==> config.mk <==
export PLATFORM = sky130hd
export DESIGN_NAME = ordered_waiting_queue_flat
export DESIGN_NICKNAME = d
export VERILOG_FILES = /design/src/rtl/owq_pkg.sv /design/src/rtl/owq_if.sv /design/src/rtl/owq_cell.sv /design/src/rtl/owq_row.sv /design/src/rtl/ordered_waiting_queue.sv /design/src/flat_wrapper.sv
export VERILOG_INCLUDE_DIRS = /design/src /design/src/rtl
export SDC_FILE = /design/constraint.sdc
export NUM_CORES = 2
export LEC_CHECK = 0
export BUFFER_PORTS_ARGS = -buffer_cell sky130_fd_sc_hd__buf_2
export CAP_MARGIN = 20
export CELL_PAD_IN_SITES_DETAIL_PLACEMENT = 0
export CELL_PAD_IN_SITES_GLOBAL_PLACEMENT = 1
export CORE_MARGIN = 2
export CORE_UTILIZATION = 25
export DETAILED_ROUTE_END_ITERATION = 6
export PLACE_DENSITY_LB_ADDON = 0.1
export SKIP_LAST_GASP = 1
export SLEW_MARGIN = 0
export SYNTH_ARGS = -nofsm -noshare
export SYNTH_HDL_FRONTEND = slang
export SYNTH_HIERARCHICAL = 1
export SYNTH_SLANG_ARGS = --single-unit
==> constraint.sdc <==
create_clock -name clk -period 31 [get_ports clk]
set_clock_uncertainty 0.15 [all_clocks]
set_input_delay 6.2 -clock clk [delete_from_list [all_inputs] [get_ports clk]]
set_output_delay 6.2 -clock clk [all_outputs]
set_load 0.02 [all_outputs]
==> src/rtl/assert_macros.svh <==
// Assertion helpers for the ordered waiting queue.
// Each macro expects clk and rst_n in the scope where it is used.
`ifndef ASSERT_MACROS_SVH
`define ASSERT_MACROS_SVH

// Invariant: the condition holds at every clock edge outside reset.
`define OWQ_ASSERT_ALWAYS(name, cond, msg) \
    name: assert property (@(posedge clk) disable iff (!rst_n) (cond)) else $error(msg);

// Same-cycle implication.
`define OWQ_ASSERT_IMPL(name, ante, cons, msg) \
    name: assert property (@(posedge clk) disable iff (!rst_n) (ante) |-> (cons)) \
        else $error(msg);

// Next-cycle implication.
`define OWQ_ASSERT_NEXT(name, ante, cons, msg) \
    name: assert property (@(posedge clk) disable iff (!rst_n) (ante) |=> (cons)) \
        else $error(msg);

`endif

==> src/rtl/owq_pkg.sv <==
`timescale 1ns / 1ps
package owq_pkg;

    localparam int CMD_W      = 3;
    localparam int TAG_W      = 16;
    localparam int KEY_W      = 32;
    localparam int RANK_W     = 4;
    localparam int STATUS_W   = 2;
    localparam int COUNT_W    = 5;
    localparam int SUM_W      = 40;
    localparam int CFG_ADDR_W = 1;
    localparam int CFG_DATA_W = 2;

    localparam int DEPTH_DEF    = 16;
    localparam int TAG_BITS_DEF = 16;

    typedef enum logic [CMD_W-1:0] {
        CMD_INSERT       = 3'd0,
        CMD_REMOVE_FIRST = 3'd1,
        CMD_PEEK         = 3'd2,
        CMD_REMOVE_AT    = 3'd3,
        CMD_CLEAR        = 3'd4
    } cmd_t;

    typedef enum logic [1:0] {
        RULE_FIFO = 2'd0,
        RULE_LIFO = 2'd1,
        RULE_HIGH = 2'd2,
        RULE_LOW  = 2'd3
    } rule_t;

    localparam logic [STATUS_W-1:0] ST_OK       = 2'd0;
    localparam logic [STATUS_W-1:0] ST_FULL     = 2'd1;
    localparam logic [STATUS_W-1:0] ST_NO_ENTRY = 2'd2;

    localparam logic [CFG_ADDR_W-1:0] CFG_ORDER_RULE  = 1'b0;
    localparam logic [CFG_ADDR_W-1:0] CFG_KEY_PRESENT = 1'b1;

    typedef struct packed {
        logic [CMD_W-1:0]        cmd;
        logic [TAG_W-1:0]        entry_tag;
        logic signed [KEY_W-1:0] entry_key;
        logic [RANK_W-1:0]       rank;
    } owq_req_t;

    typedef struct packed {
        logic [TAG_W-1:0]        out_tag;
        logic signed [KEY_W-1:0] out_key;
        logic [STATUS_W-1:0]     status;
        logic [COUNT_W-1:0]      entry_count;
        logic signed [SUM_W-1:0] key_sum;
    } owq_rsp_t;

    // Broadcast from the controller to every cell of the row.
    typedef struct packed {
        logic                    ins;
        logic                    rem;
        rule_t                   rule;
        logic                    key_present;
        logic signed [KEY_W-1:0] key;
    } owq_ctl_t;

endpackage

==> src/rtl/owq_if.sv <==
`timescale 1ns / 1ps
interface owq_req_if import owq_pkg::*; ();
    logic     valid;
    logic     ready;
    owq_req_t data;

    modport source (output valid, output data, input ready);
    modport sink   (input valid, input data, output ready);
endinterface

interface owq_rsp_if import owq_pkg::*; ();
    logic     valid;
    logic     ready;
    owq_rsp_t data;

    modport source (output valid, output data, input ready);
    modport sink   (input valid, input data, output ready);
endinterface

==> src/rtl/owq_cell.sv <==
`timescale 1ns / 1ps
module owq_cell import owq_pkg::*; #(
    parameter int INDEX    = 0,
    parameter int TAG_BITS = TAG_BITS_DEF,
    parameter int CNT_W    = 5
) (
    input  logic                    clk,
    input  owq_ctl_t                ctl,
    input  logic [TAG_BITS-1:0]     new_tag,
    input  logic [CNT_W-1:0]        occ,
    input  logic [CNT_W-1:0]        rem_pos,
    input  logic [TAG_BITS-1:0]     left_tag,
    input  logic signed [KEY_W-1:0] left_key,
    input  logic [TAG_BITS-1:0]     right_tag,
    input  logic signed [KEY_W-1:0] right_key,
    input  logic                    found_in,
    output logic                    found_out,
    output logic [TAG_BITS-1:0]     tag_q,
    output logic signed [KEY_W-1:0] key_q
);

    localparam logic [CNT_W-1:0] IDX = CNT_W'(INDEX);

    logic [TAG_BITS-1:0]     tag_reg;
    logic [TAG_BITS-1:0]     tag_next;
    logic signed [KEY_W-1:0] key_reg;
    logic signed [KEY_W-1:0] key_next;
    logic                    precede;
    logic                    hit;

    // New key must stand ahead of this cell's entry.
    always_comb
    begin
        case (ctl.rule)
            RULE_LIFO: precede = 1'b1;
            RULE_HIGH: precede = ctl.key_present && (key_reg < ctl.key);
            RULE_LOW:  precede = ctl.key_present && (key_reg > ctl.key);
            default:   precede = 1'b0;
        endcase
    end

    // The first empty cell catches an insert nothing else claimed.
    assign hit       = (IDX < occ) ? precede : (IDX == occ);
    assign found_out = found_in | hit;

    always_comb
    begin
        tag_next = tag_reg;
        key_next = key_reg;
        if (ctl.ins)
        begin
            if (found_in)
            begin
                tag_next = left_tag;
                key_next = left_key;
            end
            else if (hit)
            begin
                tag_next = new_tag;
                key_next = ctl.key;
            end
        end
        else if (ctl.rem && (IDX >= rem_pos))
        begin
            tag_next = right_tag;
            key_next = right_key;
        end
    end

    always_ff @(posedge clk)
    begin
        tag_reg <= tag_next;
        key_reg <= key_next;
    end

    assign tag_q = tag_reg;
    assign key_q = key_reg;

endmodule

==> src/rtl/owq_row.sv <==
`timescale 1ns / 1ps
module owq_row import owq_pkg::*; #(
    parameter int DEPTH    = DEPTH_DEF,
    parameter int TAG_BITS = TAG_BITS_DEF,
    parameter int CNT_W    = 5,
    parameter int IDX_W    = 4
) (
    input  logic                    clk,
    input  owq_ctl_t                ctl,
    input  logic [TAG_BITS-1:0]     new_tag,
    input  logic [CNT_W-1:0]        occ,
    input  logic [IDX_W-1:0]        rd_pos,
    output logic [TAG_BITS-1:0]     rd_tag,
    output logic signed [KEY_W-1:0] rd_key
);

    logic [TAG_BITS-1:0]     tag_q [DEPTH];
    logic signed [KEY_W-1:0] key_q [DEPTH];
    logic [DEPTH:0]          found;
    logic [CNT_W-1:0]        rem_pos;

    assign found[0] = 1'b0;
    assign rem_pos  = CNT_W'(rd_pos);

    for (genvar i = 0; i < DEPTH; i++)
    begin : g_cell
        logic [TAG_BITS-1:0]     l_tag;
        logic signed [KEY_W-1:0] l_key;
        logic [TAG_BITS-1:0]     r_tag;
        logic signed [KEY_W-1:0] r_key;

        if (i == 0)
        begin : g_head
            assign l_tag = '0;
            assign l_key = '0;
        end
        else
        begin : g_mid
            assign l_tag = tag_q[i-1];
            assign l_key = key_q[i-1];
        end

        if (i == DEPTH - 1)
        begin : g_tail
            assign r_tag = '0;
            assign r_key = '0;
        end
        else
        begin : g_body
            assign r_tag = tag_q[i+1];
            assign r_key = key_q[i+1];
        end

        owq_cell #(
            .INDEX    (i),
            .TAG_BITS (TAG_BITS),
            .CNT_W    (CNT_W)
        ) u_cell (
            .clk       (clk),
            .ctl       (ctl),
            .new_tag   (new_tag),
            .occ       (occ),
            .rem_pos   (rem_pos),
            .left_tag  (l_tag),
            .left_key  (l_key),
            .right_tag (r_tag),
            .right_key (r_key),
            .found_in  (found[i]),
            .found_out (found[i+1]),
            .tag_q     (tag_q[i]),
            .key_q     (key_q[i])
        );
    end

    assign rd_tag = tag_q[rd_pos];
    assign rd_key = key_q[rd_pos];

endmodule

==> src/rtl/ordered_waiting_queue.sv <==
`timescale 1ns / 1ps
// Channel   Dir  Payload                                       Handshake
// req       in   cmd, entry_tag, entry_key, rank               valid/ready
// rsp       out  out_tag, out_key, status, entry_count, key_sum valid/ready
// cfg       in   cfg_addr (register index), cfg_data           cfg_we, no wait
//
// For every accepted item the cell row updates at the accept edge and the result lands
// in the output register, visible the next cycle. Sustained rate is one item per cycle
// while rsp.ready holds; the insert search ripples through the found chain.
// req is taken whenever the output register is empty or being drained.
// Reset clears the count, the key sum, the rule registers and the output valid;
// cell contents are left as they are, as no cell at or past the count is read.
module ordered_waiting_queue import owq_pkg::*; #(
    parameter int DEPTH    = DEPTH_DEF,
    parameter int TAG_BITS = TAG_BITS_DEF
) (
    input  logic                  clk,
    input  logic                  rst_n,
    owq_req_if.sink               req,
    owq_rsp_if.source             rsp,
    input  logic                  cfg_we,
    input  logic [CFG_ADDR_W-1:0] cfg_addr,
    input  logic [CFG_DATA_W-1:0] cfg_data
);

`include "assert_macros.svh"

    localparam int CNT_W = $clog2(DEPTH + 1);
    localparam int IDX_W = (DEPTH > 1) ? $clog2(DEPTH) : 1;
    localparam int CMP_W = (CNT_W > RANK_W) ? CNT_W : RANK_W;
    localparam logic [CNT_W-1:0] FULL_COUNT = CNT_W'(DEPTH);

    // Configuration.
    rule_t rule_reg;
    logic  keyp_reg;

    // Queue bookkeeping.
    logic [CNT_W-1:0]        occ_reg;
    logic [CNT_W-1:0]        occ_next;
    logic signed [SUM_W-1:0] sum_reg;
    logic signed [SUM_W-1:0] sum_next;

    // Output register.
    logic     rsp_valid_reg;
    logic     rsp_valid_next;
    owq_rsp_t rsp_data_reg;
    owq_rsp_t rsp_data_next;

    logic                    accept;
    logic                    full;
    logic                    empty;
    logic [CMP_W-1:0]        rank_w;
    logic [CMP_W-1:0]        occ_w;
    logic                    rank_ok;
    logic [IDX_W-1:0]        rd_pos;
    logic [TAG_BITS-1:0]     new_tag;
    logic [TAG_BITS-1:0]     rd_tag;
    logic signed [KEY_W-1:0] rd_key;
    logic signed [SUM_W-1:0] new_key_ext;
    logic signed [SUM_W-1:0] rd_key_ext;
    owq_ctl_t                ctl;

    // Hold the result until taken; take a new item once the slot frees.
    assign req.ready = !rsp_valid_reg || rsp.ready;
    assign accept    = req.valid && req.ready;
    assign rsp.valid = rsp_valid_reg;
    assign rsp.data  = rsp_data_reg;

    assign full    = (occ_reg == FULL_COUNT);
    assign empty   = (occ_reg == '0);
    assign rank_w  = CMP_W'(req.data.rank);
    assign occ_w   = CMP_W'(occ_reg);
    assign rank_ok = (rank_w < occ_w);
    assign new_tag = TAG_BITS'(req.data.entry_tag);

    // Remove first reads the front cell; rank commands read the ranked cell.
    assign rd_pos = (req.data.cmd == CMD_REMOVE_FIRST) ? '0 : rank_w[IDX_W-1:0];

    assign new_key_ext = SUM_W'(req.data.entry_key);
    assign rd_key_ext  = SUM_W'(rd_key);

    always_comb
    begin
        occ_next                  = occ_reg;
        sum_next                  = sum_reg;
        ctl.ins                   = 1'b0;
        ctl.rem                   = 1'b0;
        ctl.rule                  = rule_reg;
        ctl.key_present           = keyp_reg;
        ctl.key                   = req.data.entry_key;
        rsp_data_next.out_tag     = '0;
        rsp_data_next.out_key     = '0;
        rsp_data_next.status      = ST_OK;
        case (req.data.cmd)
            CMD_INSERT:
            begin
                if (full)
                begin
                    rsp_data_next.status = ST_FULL;
                end
                else
                begin
                    ctl.ins  = accept;
                    occ_next = occ_reg + CNT_W'(1);
                    sum_next = sum_reg + new_key_ext;
                end
            end
            CMD_REMOVE_FIRST:
            begin
                if (empty)
                begin
                    rsp_data_next.status = ST_NO_ENTRY;
                end
                else
                begin
                    ctl.rem               = accept;
                    occ_next              = occ_reg - CNT_W'(1);
                    sum_next              = sum_reg - rd_key_ext;
                    rsp_data_next.out_tag = TAG_W'(rd_tag);
                    rsp_data_next.out_key = rd_key;
                end
            end
            CMD_PEEK:
            begin
                if (!rank_ok)
                begin
                    rsp_data_next.status = ST_NO_ENTRY;
                end
                else
                begin
                    rsp_data_next.out_tag = TAG_W'(rd_tag);
                    rsp_data_next.out_key = rd_key;
                end
            end
            CMD_REMOVE_AT:
            begin
                if (!rank_ok)
                begin
                    rsp_data_next.status = ST_NO_ENTRY;
                end
                else
                begin
                    ctl.rem               = accept;
                    occ_next              = occ_reg - CNT_W'(1);
                    sum_next              = sum_reg - rd_key_ext;
                    rsp_data_next.out_tag = TAG_W'(rd_tag);
                    rsp_data_next.out_key = rd_key;
                end
            end
            CMD_CLEAR:
            begin
                occ_next = '0;
                sum_next = '0;
            end
            default:
            begin
                occ_next = occ_reg;
            end
        endcase
        rsp_data_next.entry_count = COUNT_W'(occ_next);
        rsp_data_next.key_sum     = sum_next;
    end

    assign rsp_valid_next = accept || (rsp_valid_reg && !rsp.ready);

    // Cell row: holds the entries in service order, front at cell 0.
    owq_row #(
        .DEPTH    (DEPTH),
        .TAG_BITS (TAG_BITS),
        .CNT_W    (CNT_W),
        .IDX_W    (IDX_W)
    ) u_row (
        .clk     (clk),
        .ctl     (ctl),
        .new_tag (new_tag),
        .occ     (occ_reg),
        .rd_pos  (rd_pos),
        .rd_tag  (rd_tag),
        .rd_key  (rd_key)
    );

    // Configuration writes.
    always_ff @(posedge clk or negedge rst_n)
    begin
        if (!rst_n)
        begin
            rule_reg <= RULE_FIFO;
            keyp_reg <= 1'b0;
        end
        else if (cfg_we)
        begin
            case (cfg_addr)
                CFG_ORDER_RULE:  rule_reg <= rule_t'(cfg_data);
                CFG_KEY_PRESENT: keyp_reg <= cfg_data[0];
                default:         keyp_reg <= keyp_reg;
            endcase
        end
    end

    // Advance count and key sum only on an accepted item.
    always_ff @(posedge clk or negedge rst_n)
    begin
        if (!rst_n)
        begin
            occ_reg       <= '0;
            sum_reg       <= '0;
            rsp_valid_reg <= 1'b0;
        end
        else
        begin
            rsp_valid_reg <= rsp_valid_next;
            if (accept)
            begin
                occ_reg <= occ_next;
                sum_reg <= sum_next;
            end
        end
    end

    always_ff @(posedge clk)
    begin
        if (accept)
        begin
            rsp_data_reg <= rsp_data_next;
        end
    end

    `OWQ_ASSERT_ALWAYS(a_occ_bound, occ_reg <= FULL_COUNT, "occupancy above depth")
    `OWQ_ASSERT_IMPL(a_no_overrun, rsp_valid_reg && !rsp.ready, !accept,
                     "item taken over a held result")
    `OWQ_ASSERT_NEXT(a_insert_count, accept && req.data.cmd == CMD_INSERT && !full,
                     occ_reg == $past(occ_reg) + CNT_W'(1),
                     "insert did not grow the queue")
    `OWQ_ASSERT_NEXT(a_clear, accept && req.data.cmd == CMD_CLEAR,
                     occ_reg == '0 && sum_reg == '0 && rsp_valid_reg,
                     "clear left state behind")

endmodule
==> src/flat_wrapper.sv <==
// flat-port wrapper written by rule: the top's interface ports become plain ports
module ordered_waiting_queue_flat import owq_pkg::*;
#(
    parameter int DEPTH    = DEPTH_DEF,
    parameter int TAG_BITS = TAG_BITS_DEF
)
  (clk, rst_n, cfg_we, cfg_addr, cfg_data, req_valid, req_data, req_ready, rsp_valid, rsp_data, rsp_ready);
  owq_req_if req_i ();
  owq_rsp_if rsp_i ();
  input  logic clk;
  input  logic rst_n;
  input  logic cfg_we;
  input  logic [CFG_ADDR_W-1:0] cfg_addr;
  input  logic [CFG_DATA_W-1:0] cfg_data;
  input wire logic [$bits(req_i.valid)-1:0] req_valid;
  input wire logic [$bits(req_i.data)-1:0] req_data;
  output wire logic [$bits(req_i.ready)-1:0] req_ready;
  output wire logic [$bits(rsp_i.valid)-1:0] rsp_valid;
  output wire logic [$bits(rsp_i.data)-1:0] rsp_data;
  input wire logic [$bits(rsp_i.ready)-1:0] rsp_ready;
  assign req_i.valid = req_valid;
  assign req_i.data = req_data;
  assign req_ready = req_i.ready;
  assign rsp_valid = rsp_i.valid;
  assign rsp_data = rsp_i.data;
  assign rsp_i.ready = rsp_ready;
  ordered_waiting_queue #(.DEPTH(DEPTH), .TAG_BITS(TAG_BITS)) u_core (.clk(clk), .rst_n(rst_n), .req(req_i), .rsp(rsp_i), .cfg_we(cfg_we), .cfg_addr(cfg_addr), .cfg_data(cfg_data));
endmodule
==> metrics <==
min cycle time layout=22980 ps; Global Route Usage Sum=21.4%; M3 GR Usage=4.39%; share of layout cells above drive strength 1=11.9%; crit-path most repeated cell=buf_4; Largest register FFs=512; commonest non-fill, non-tap cell in the layout=a21oi_1; final hold vios=0; core area=280000 µm²; Total Routed Length=315 mm; max-slew violation count=0; DR vias/cell=5.19; CTS root buf=clkbuf_16; P_int=3.24 mW; Total Power=5.47 mW; Worst VDD drop=79.1 µV; Leakage=36.3 nW; Area Growth Syn to Fin=14.5%; first-pass GRT wire length=439 mm; P_sw=2.23 mW; Post-DP HPWL=237 mm; Sw Ratio=40.8%; residual DRC count=0; setup TNS=0 ps; CP startpoint kind=input port; largest delay contributor family on the critical path=buffers and inverters; IO Port Bufs=159; Final Util=28.8%; Net count, final=7921; CTS sink cnt=912; Comb pwr share=43.4%; RSZ-0062 raised after global routing=false; Detail Route Antenna Nets=0; most frequent cells in the layout=a21oi_1, nor2_1, edfxtp_1, mux2i_1, inv_1; number of global-route vias before repair=55200; storage element area=27100 µm²; Synth warnings=6; Max Freq=43.5 MHz; I/O pin count=160; First-pass DRT Iterations=5; Overflow after GRT=0; CP max FO=49; Clk Latency, worst-skew pair=810 ps; Mapped Cells=7078; Flop pwr share=28.9%; hold_sp=u_core/rsp.valid; worst hold path class=register to register; number of filler cells placed in the layout=29300; Power Density=67.9 nW/µm²; Crit path buffers/inverters=16; grt met1 use=34.3%; GRT busiest layer=met1; post-CTS setup repair buffer count=0; Critical-path top delay cell=a21oi_4; chip width=535 µm; crit path kind=input port to register; placed cell area=76400 µm²; worst setup margin=8020 ps; outcome=finished, final reports clean; Starting Density=25.2%; final instance area=80600 µm²; Syn Std Cell Area=70400 µm²; CTS clock-pin slew for the worst setup and hold paths=60 ps; Setup crit end kind=register; initial antenna violation count=39; CTS H-Tree Depth=4; DR WL/cell=28.3 µm; max-cap violations=0; total number of vias=57600; clock tree buffer depth=3; Syn Area/Cell=9.94 µm²; CTS Hold Bufs=0; routability cong.=0.888; Iter 0 DRT Violations=6270; Clk network pwr share=27.7%; cells resized by post-CTS repair=0; Rows=194; worst setup path startpoint=req_data[35]; GR met2 Demand/Resource=29.2%; DP Worst Slack=7080 ps; Worst path max stage delay=890 ps; Finish-stage setup viols=0; largest net degree at the start of global routing=182; multi-input logic area=40100 µm²; die area=286000 µm²; die height=535 µm; Slew HR=21.2%; Final period util=74.1%; CTS tree=yes; Required @ worst endpoint=31290 ps; RR Startpoint=u_core/u_row/g_cell[1].u_cell/key_q[15]; TritonCTS Buffers=131; Arr. time, crit path=23260 ps; Worst Tran Pin Value=1180 ps
==> power by group through the flow <==
stage / clock [mW] / sequential [mW] / combinational [mW]
2_1_floorplan: 0 / 1.59 / 1.60
3_3_place_gp: 0 / 1.60 / 2.37
3_5_place_dp: 0 / 1.60 / 2.37
4_1_cts: 1.56 / 1.58 / 2.38
5_1_grt: 1.60 / 1.59 / 2.56
6_report: 1.52 / 1.58 / 2.37
==> worst register-to-register path: cells and delay by family (launching register included) <==
kind | cells | cell delay [ps]
DFF | 1 | 660
buffers and inverters | 13 | 5790
AOI/OAI and AO/OA | 21 | 6130
and+or+nand+nor | 15 | 3970
adders and majority gates | 1 | 450
==> worst paths after layout <==
kind	to	slack [ps]	depth (start not counted)
setup / recovery	u_core/u_row/g_cell[14].u_cell/key_q[2]	8020	53
hold / removal	u_core/rsp.valid	390	2
setup reg to reg	u_core/u_row/g_cell[14].u_cell/key_q[2]	13450	50
hold reg to reg	u_core/rsp.valid	390	2
max in group asynchronous	u_core/occ_reg[4]	24580	2
min in group asynchronous	u_core/sum_reg[7]	5440	2
==> through the flow <==
step / hold WS [ps] / cells
after floorplan: 350 / 7190
after global placement: 361 / 10800
after detailed placement: 386 / 10900
after CTS: 405 / 11100
after global routing: 433 / 11100
final: 390 / 11100
==> routing by layer <==
layer	part of all wire (%)	vias up
met5	0	-
met4	1.2	0
met3	7.4	214
met2	39	1855
met1	52	28800
li1	-	26800
==> area by class of cell <==
type / count / share of cell area, %
diodes: 11 / 0.0342
clock inverters: 63 / 0.786
inverters: 620 / 2.89
well taps: 3724 / 5.78
clock buffers: 172 / 4.34
multi-input cells: 5266 / 49.8
repair buffers: 330 / 2.73
flip-flops and latches: 912 / 33.7
Power figures use the tool's default switching activity.
